File: src/design/qdf_pkg.sv
`timescale 1ns / 1ps

package qdf_pkg;

	// Command codes carried in the cmd field
	typedef enum logic [1:0] {
		CMD_SAMPLE   = 2'd0,
		CMD_RAW      = 2'd1,
		CMD_FILTERED = 2'd2,
		CMD_TICK     = 2'd3
	} cmd_t;

	// One request as it sits in the input stage
	typedef struct packed {
		cmd_t cmd;
		logic pin_a;
		logic pin_b;
	} item_t;

	// Result handed from the core to the output register
	typedef struct packed {
		logic             valid;
		logic signed [7:0] value;
	} res_t;

	localparam logic [15:0] HOLDOFF_RESET = 16'd100;

	localparam logic signed [7:0] STEP_POS  = 8'sd1;
	localparam logic signed [7:0] STEP_NEG  = -8'sd1;
	localparam logic signed [7:0] STEP_NONE = 8'sd0;

	// x4 decode: step for current phase cur after previous phase prev
	function automatic logic signed [7:0] step_of(input logic [1:0] cur, input logic [1:0] prev);
		logic signed [7:0] s;
		s = STEP_NONE;
		case ({cur, prev})
			4'b0001, 4'b1000, 4'b0111, 4'b1110: s = STEP_POS;
			4'b0010, 4'b0100, 4'b1011, 4'b1101: s = STEP_NEG;
			default: s = STEP_NONE;
		endcase
		return s;
	endfunction

endpackage

File: src/design/quadrature_decoder_filtered_top.sv
`timescale 1ns / 1ps

// Quadrature decoder (x4) with a rate-limited filtered read.
// Input channel in_valid/in_ready carries one request: cmd with pin_a/pin_b.
//   cmd 0 samples the pins, 1 is a raw read, 2 a filtered read, 3 a 1 ms tick.
// Output channel out_valid/out_ready carries increment, one per read request;
//   samples and ticks produce nothing on the output.
// cfg_wr_en/cfg_wr_data write holdoff_ms in the same cycle; write it only
//   while no request is in flight.
// A request is captured in the input stage register and processed from there;
//   a read result is then captured in the result register that drives out_valid.
// Throughput: one request per clock while no read waits behind a full result
//   register; the state update sits between the input stage and result registers.
// Reset clears the phase, the accumulator and the millisecond count, sets
//   holdoff_ms to 100 and empties both registers.
// When the receiver stalls, the result register holds its value; samples and
//   ticks keep flowing, and in_ready drops only once a read waits in the input
//   stage behind a full result register.
module quadrature_decoder_filtered_top
	import qdf_pkg::*;
(
	input  logic              clk,
	input  logic              arst_n,
	input  logic              in_valid,
	output logic              in_ready,
	input  logic [1:0]        cmd,
	input  logic              pin_a,
	input  logic              pin_b,
	output logic              out_valid,
	input  logic              out_ready,
	output logic signed [7:0] increment,
	input  logic              cfg_wr_en,
	input  logic [15:0]       cfg_wr_data
);

	item_t item;
	item_t item_s1;
	logic  fire;
	logic  slot_free;
	res_t  res;

	assign item.cmd   = cmd_t'(cmd);
	assign item.pin_a = pin_a;
	assign item.pin_b = pin_b;

	qdf_in_reg u_in (
		.clk       (clk),
		.arst_n    (arst_n),
		.in_valid  (in_valid),
		.in_ready  (in_ready),
		.item      (item),
		.slot_free (slot_free),
		.fire      (fire),
		.item_s1   (item_s1)
	);

	qdf_core u_core (
		.clk         (clk),
		.arst_n      (arst_n),
		.cfg_wr_en   (cfg_wr_en),
		.cfg_wr_data (cfg_wr_data),
		.fire        (fire),
		.item_s1     (item_s1),
		.res         (res)
	);

	qdf_out_reg u_out (
		.clk       (clk),
		.arst_n    (arst_n),
		.res       (res),
		.slot_free (slot_free),
		.out_valid (out_valid),
		.out_ready (out_ready),
		.increment (increment)
	);

endmodule

File: src/design/qdf_in_reg.sv
`timescale 1ns / 1ps

module qdf_in_reg
	import qdf_pkg::*;
(
	input  logic  clk,
	input  logic  arst_n,
	input  logic  in_valid,
	output logic  in_ready,
	input  item_t item,
	input  logic  slot_free,
	output logic  fire,
	output item_t item_s1
);

	logic valid_s1;
	logic needs_slot;

	// reads need room in the output register, samples and ticks do not
	assign needs_slot = (item_s1.cmd == CMD_RAW) || (item_s1.cmd == CMD_FILTERED);
	assign fire       = valid_s1 && (!needs_slot || slot_free);
	assign in_ready   = !valid_s1 || fire;

	always_ff @(posedge clk or negedge arst_n) begin
		if (!arst_n) begin
			valid_s1 <= 1'b0;
		end else if (in_ready) begin
			valid_s1 <= in_valid;
		end
	end

	always_ff @(posedge clk) begin
		if (in_ready && in_valid) begin
			item_s1 <= item;
		end
	end

`ifndef SYNTH
	// a held request only leaves the stage when it is processed
	a_hold: assert property (@(posedge clk) disable iff (!arst_n)
		valid_s1 && !fire |=> valid_s1 && $stable(item_s1))
		else $error("input stage lost a request");
`endif

endmodule

File: src/design/qdf_core.sv
`timescale 1ns / 1ps

module qdf_core
	import qdf_pkg::*;
(
	input  logic        clk,
	input  logic        arst_n,
	input  logic        cfg_wr_en,
	input  logic [15:0] cfg_wr_data,
	input  logic        fire,
	input  item_t       item_s1,
	output res_t        res
);

	logic [15:0]       holdoff_q;
	logic [1:0]        phase_q;
	logic [7:0]        sum_q;
	logic [15:0]       since_q;

	logic [1:0]        cur_phase;
	logic signed [7:0] step;
	logic              half_nz;
	logic              elapsed;
	logic              pass;

	assign cur_phase = {item_s1.pin_a, item_s1.pin_b};
	assign step      = step_of(cur_phase, phase_q);
	// half truncated toward zero is zero for 0, +1 and -1
	assign half_nz   = (sum_q != 8'h00) && (sum_q != 8'h01) && (sum_q != 8'hFF);
	assign elapsed   = since_q >= holdoff_q;
	assign pass      = half_nz && elapsed;

	// holdoff register
	always_ff @(posedge clk or negedge arst_n) begin
		if (!arst_n) begin
			holdoff_q <= HOLDOFF_RESET;
		end else if (cfg_wr_en) begin
			holdoff_q <= cfg_wr_data;
		end
	end

	// decoder state
	always_ff @(posedge clk or negedge arst_n) begin
		if (!arst_n) begin
			phase_q <= 2'd0;
			sum_q   <= 8'd0;
			since_q <= 16'd0;
		end else if (fire) begin
			unique case (item_s1.cmd)
				CMD_SAMPLE: begin
					phase_q <= cur_phase;
					sum_q   <= sum_q + step;
				end
				CMD_RAW: begin
					sum_q <= 8'd0;
				end
				CMD_FILTERED: begin
					sum_q <= 8'd0;
					if (pass) begin
						since_q <= 16'd0;
					end
				end
				CMD_TICK: begin
					if (!elapsed) begin
						since_q <= since_q + 16'd1;
					end
				end
			endcase
		end
	end

	// result for reads
	always_comb begin
		res.valid = fire && ((item_s1.cmd == CMD_RAW) || (item_s1.cmd == CMD_FILTERED));
		if (item_s1.cmd == CMD_RAW) begin
			res.value = sum_q;
		end else if (pass) begin
			res.value = sum_q[7] ? STEP_NEG : STEP_POS;
		end else begin
			res.value = STEP_NONE;
		end
	end

`ifndef SYNTH
	// any read empties the accumulator
	a_clear: assert property (@(posedge clk) disable iff (!arst_n)
		fire && ((item_s1.cmd == CMD_RAW) || (item_s1.cmd == CMD_FILTERED)) |=> sum_q == 8'd0)
		else $error("accumulator not cleared by read");

	// a nonzero filtered answer restarts the holdoff
	a_restart: assert property (@(posedge clk) disable iff (!arst_n)
		res.valid && (item_s1.cmd == CMD_FILTERED) && (res.value != STEP_NONE)
		|=> since_q == 16'd0)
		else $error("holdoff not restarted");

	// a filtered answer is only ever -1, 0 or +1
	a_filt: assert property (@(posedge clk) disable iff (!arst_n)
		res.valid && (item_s1.cmd == CMD_FILTERED)
		|-> (res.value == STEP_NONE) || (res.value == STEP_POS) || (res.value == STEP_NEG))
		else $error("filtered answer out of range");
`endif

endmodule

File: src/design/qdf_out_reg.sv
`timescale 1ns / 1ps

module qdf_out_reg
	import qdf_pkg::*;
(
	input  logic              clk,
	input  logic              arst_n,
	input  res_t              res,
	output logic              slot_free,
	output logic              out_valid,
	input  logic              out_ready,
	output logic signed [7:0] increment
);

	logic              valid_q;
	logic signed [7:0] value_q;

	assign slot_free = !valid_q || out_ready;
	assign out_valid = valid_q;
	assign increment = value_q;

	always_ff @(posedge clk or negedge arst_n) begin
		if (!arst_n) begin
			valid_q <= 1'b0;
		end else if (res.valid) begin
			valid_q <= 1'b1;
		end else if (out_ready) begin
			valid_q <= 1'b0;
		end
	end

	always_ff @(posedge clk) begin
		if (res.valid) begin
			value_q <= res.value;
		end
	end

`ifndef SYNTH
	// never overwrite a result that has not been taken
	a_no_overwrite: assert property (@(posedge clk) disable iff (!arst_n)
		res.valid |-> slot_free)
		else $error("result register overwritten");
`endif

endmodule

File: config.mk
export PLATFORM = sky130hd
export DESIGN_NAME = quadrature_decoder_filtered_top
export DESIGN_NICKNAME = d
export VERILOG_FILES = /design/src/design/qdf_pkg.sv /design/src/design/quadrature_decoder_filtered_top.sv /design/src/design/qdf_in_reg.sv /design/src/design/qdf_core.sv /design/src/design/qdf_out_reg.sv
export SDC_FILE = /design/constraint.sdc
export NUM_CORES = 1
export LEC_CHECK = 0
export ABC_AREA = 1
export BUFFER_PORTS_ARGS = -buffer_cell sky130_fd_sc_hd__buf_2
export CAP_MARGIN = 20
export CORE_MARGIN = 2
export CORE_UTILIZATION = 54
export DETAILED_ROUTE_END_ITERATION = 7
export GPL_TIMING_DRIVEN = 0
export PLACE_DENSITY_LB_ADDON = 0.1
export SETUP_SLACK_MARGIN = 0.3
export SLEW_MARGIN = 30
export SYNTH_ARGS = -nofsm -noshare
export SYNTH_HDL_FRONTEND = slang
export SYNTH_HIERARCHICAL = 1
export SYNTH_SLANG_ARGS = --single-unit
export TNS_END_PERCENT = 50
File: constraint.sdc
create_clock -name clk -period 2.45 [get_ports clk]
set_input_delay 0.1225 -clock clk [delete_from_list [all_inputs] [get_ports clk]]
set_output_delay 0.1225 -clock clk [all_outputs]
set_load 0.02 [all_outputs]
==> results.toml <==
[worst_setup_path]
crit_required_ns = 2.65
cp_common_cell = "nand2_1"
cp-start-kind = "register"
crit_type = "reg -> reg"
crit_chain = "inv_2 -> buf_4 -> ha_1 -> nand2_1 -> nand3_2 -> nand2_4 -> clkinv_4 -> ha_4 -> a21oi_2 -> nand2_2 -> nand2_1 -> nand2_1 -> nand2_1 -> nand2_1 -> o21ai_0 -> o21ai_0"
crit_path_max_incr_delay_ns = 0.43
slowest_stage = "dfrtp_1"
r2r-start = "u_core/phase_q[0]"
regToRegEndpoint = "u_core/sum_q[5]"
arrival_ns = 2.55
reg2reg_depth = 16
path_max_fanout = 5
cp-end-kind = "register"
r2r_slack_ns = 0.10

[finish]
diodes = 0
regArea_um2 = 1465
multi_input_area_um2 = 2021
fin_cells = 583
final_nets = 563
drive_gt1_share_pct = 28.46
area_growth_pct = 23.47
postLayoutCoreUtil_pct = 69.39
n_fill_cell = 520

[clocking]
cts_tree = "built"
clk_pin_slew_worst_paths_ns = 0.11
cts_buffer_depth = 2
clk_latency_ns = 0.32
numCtsBuffers = 5
root_buffer = "clkbuf_8"
cts_sinks = 56
h-tree-depth = 2

[worst_hold_path]
hp-class = "in -> reg"
hold_depth = 3
holdPathEnd = "u_core/holdoff_q[5]"
hp-start = "cfg_wr_data[5]"

[route]
dr.pass1.iters = 6
vias = 2992
ant_nets = 0
vias_per_cell = 5.132
wl_mm = 7.862
wl_per_cell_um = 13.49
drt_iter0_drc = 98
drcViolationCount = 2

[sta]
rsz0062_at_grt = "true"
final-max-slew-violation-count = 0
finalCriticalPeriod_ns = 2.349
finalSetupTns_ns = 0
setup_viol = 0
final_hold_viol_count = 0
tightest_slew_ns = 0.5702
finalCritPeriodShare_pct = 95.86
finClkSkew_ns = 0.01536
relSlewSlack_pct = 61.99
post-route-worst-setup-slack_ns = 0.1015
max_freq_mhz = 425.8

[placement]
detailedPlace.worstSlack_ns = 0.01747
portBuffers = 34
place_congestion = 0.8776
dp_cells = 544
post-dp-hpwl_mm = 5.452

[synthesis]
synth_seq_area_share_pct = 40.59
synth-edff-count = 12
synth_fp_nets = 491
netlist_area_um2 = 3610
ys_seq_elements = 56
ys_warn_count = 6
yosysUniqueCellTypes = 37
syn_inst = 433
synth_flop_cell = "dfrtp_1"
syn_avg_cell_area_um2 = 8.337
postSynth.asyncResetShare_pct = 78.57

[global_routing]
antenna_found_initial = 0
first_global_vias = 2901
grt.overflow.total = 0
grt_max_degree = 45
grt_usage_pct = 21.61
grt_pass1_wl_mm = 12.70

[floorplanning]
dieArea_um2 = 7355
die_width_um = 85.76
ioPinCount = 35
core_um2 = 6422
start_util_pct = 56.20
rows = 29
fp.dieH_um = 85.76

[power_and_ir_drop]
finalPower_mw = 2.879
powerDensity_nw_per_um2 = 645.9
ir_drop_mv = 0.5286
p_leak_nw = 2.171

[job]
maxCapViolCount = 0

[status]
violations = "DRC"
status = "finished with violations"
[flip-flops by register name, summed over array words and instances (netlist names)]
signal            cells
u_core/phase_q        2
u_in/valid_s1         1
u_core/sum_q          8
u_core/since_q       16
u_in/item_s1          4
u_out/increment       8
u_out/out_valid       1
u_core/holdoff_q     16
[cells in the mapped netlist, drive strengths merged, types with 4 or more instances]
cell | n | area share (%)
a21oi | 17 | 2.9
clkbuf | 4 | 0.42
dfrtp | 41 | 28
edfxtp | 12 | 10
ha | 32 | 11
inv | 65 | 6.8
nand2 | 128 | 17
nand3 | 27 | 4.0
nand4 | 6 | 1.2
nor2 | 29 | 3.2
nor3 | 10 | 1.8
o21ai | 32 | 4.5
o22ai | 5 | 0.87
xor2 | 9 | 2.2
[per-layer routing]
metal / wire length (µm) / global-route usage, % / up-vias
met5: 0 / 0 / -
met4: 120 / 6.205 / 0
met3: 158 / 2.887 / 10
met2: 4125 / 40.70 / 35
met1: 3458 / 25.54 / 1404
li1: - / - / 1543
[power by group]
group / total, mW / leakage (nW) / internal (mW) / switching (mW)
registers: 1.22 / 0.681 / 1.08 / 0.140
logic: 1.04 / 1.43 / 0.489 / 0.554
clock network: 0.618 / 0.0558 / 0.309 / 0.309
total: 2.88 / 2.17 / 1.88 / 1.00
[critical path: cells and delay by family, from the launching register on]
family                     cells  cell delay, ns
and+or+nand+nor                8            0.61
AOI/OAI and AO/OA              3            0.47
adders and majority gates      2            0.43
buffers and inverters          3            0.30
DFF                            1            0.43
[cell type report]
type | count | share of cell area [%]
clock inverters | 2 | 0.8703
repair buffers | 65 | 10.25
clock buffers | 6 | 1.628
flip-flops and latches | 56 | 32.87
well taps | 77 | 2.162
inverters | 65 | 5.587
plain buffers | 7 | 1.291
multi-input cells | 305 | 45.34
[what timing repair did]
item / in CTS / in global routing
hold buffers: 12 / 0
hold endpoints to repair: 52 / 0
gates resized for setup: 8 / 28
setup buffers: 3 / 15
cloned: 0 / 1
endpoints found under the setup margin: 4 / 22
pin swaps: 5 / 19
[worst max path at each step]
| stage | start | end | slack (ns) | cells past startpoint |
|---|---|---|---|---|
| floorplan | u_core/phase_q[0] | u_core/sum_q[6] | 0.28 | 14 |
| global placement | u_core/phase_q[0] | u_core/sum_q[5] | 0.12 | 15 |
| detailed placement | u_core/phase_q[0] | u_core/sum_q[5] | 0.02 | 15 |
| CTS | u_core/phase_q[1] | u_core/sum_q[6] | 0.07 | 15 |
| global route | u_core/phase_q[1] | u_core/sum_q[6] | -0.01 | 15 |
| finish | u_core/phase_q[0] | u_core/sum_q[5] | 0.10 | 16 |
[stage by stage]
stage,hold slack [ns],area (µm²)
finish,0.01169,4457
global route,0.01483,4457
CTS,0.002237,4165
detailed placement,0.1627,3885
global placement,0.2985,3882
floorplan,-0.1731,3616
[logic make-up after synthesis]
kind of cell / count (synthesis) / synth area share [%]
AO/OA/AOI/OAI: 57 / 8.908
XOR/XNOR: 12 / 2.912
adder cells (fa/ha/maj): 33 / 11.65
buffers and inverters: 72 / 8.353
flip-flops: 56 / 40.59
multiplexers: 1 / 0.3119
AND/OR/NAND/NOR: 202 / 27.28
[cells in the final DEF (no fill, tap or decap), types with 7 or more instances in the layout]
cell and count:
o21ai_0 27, dlygate4sd3_1 12, nand2_2 27, edfxtp_1 12
nand3_1 22, inv_1 55, xor2_1 9, dfrtp_1 41
nand2_1 94, nor3_1 7, ha_1 23, ha_4 9
buf_2 33, a21oi_1 9, buf_4 18, inv_2 9
a21oi_2 7, nor2_1 26
No activity file was read; power rests on OpenSTA's default activity.
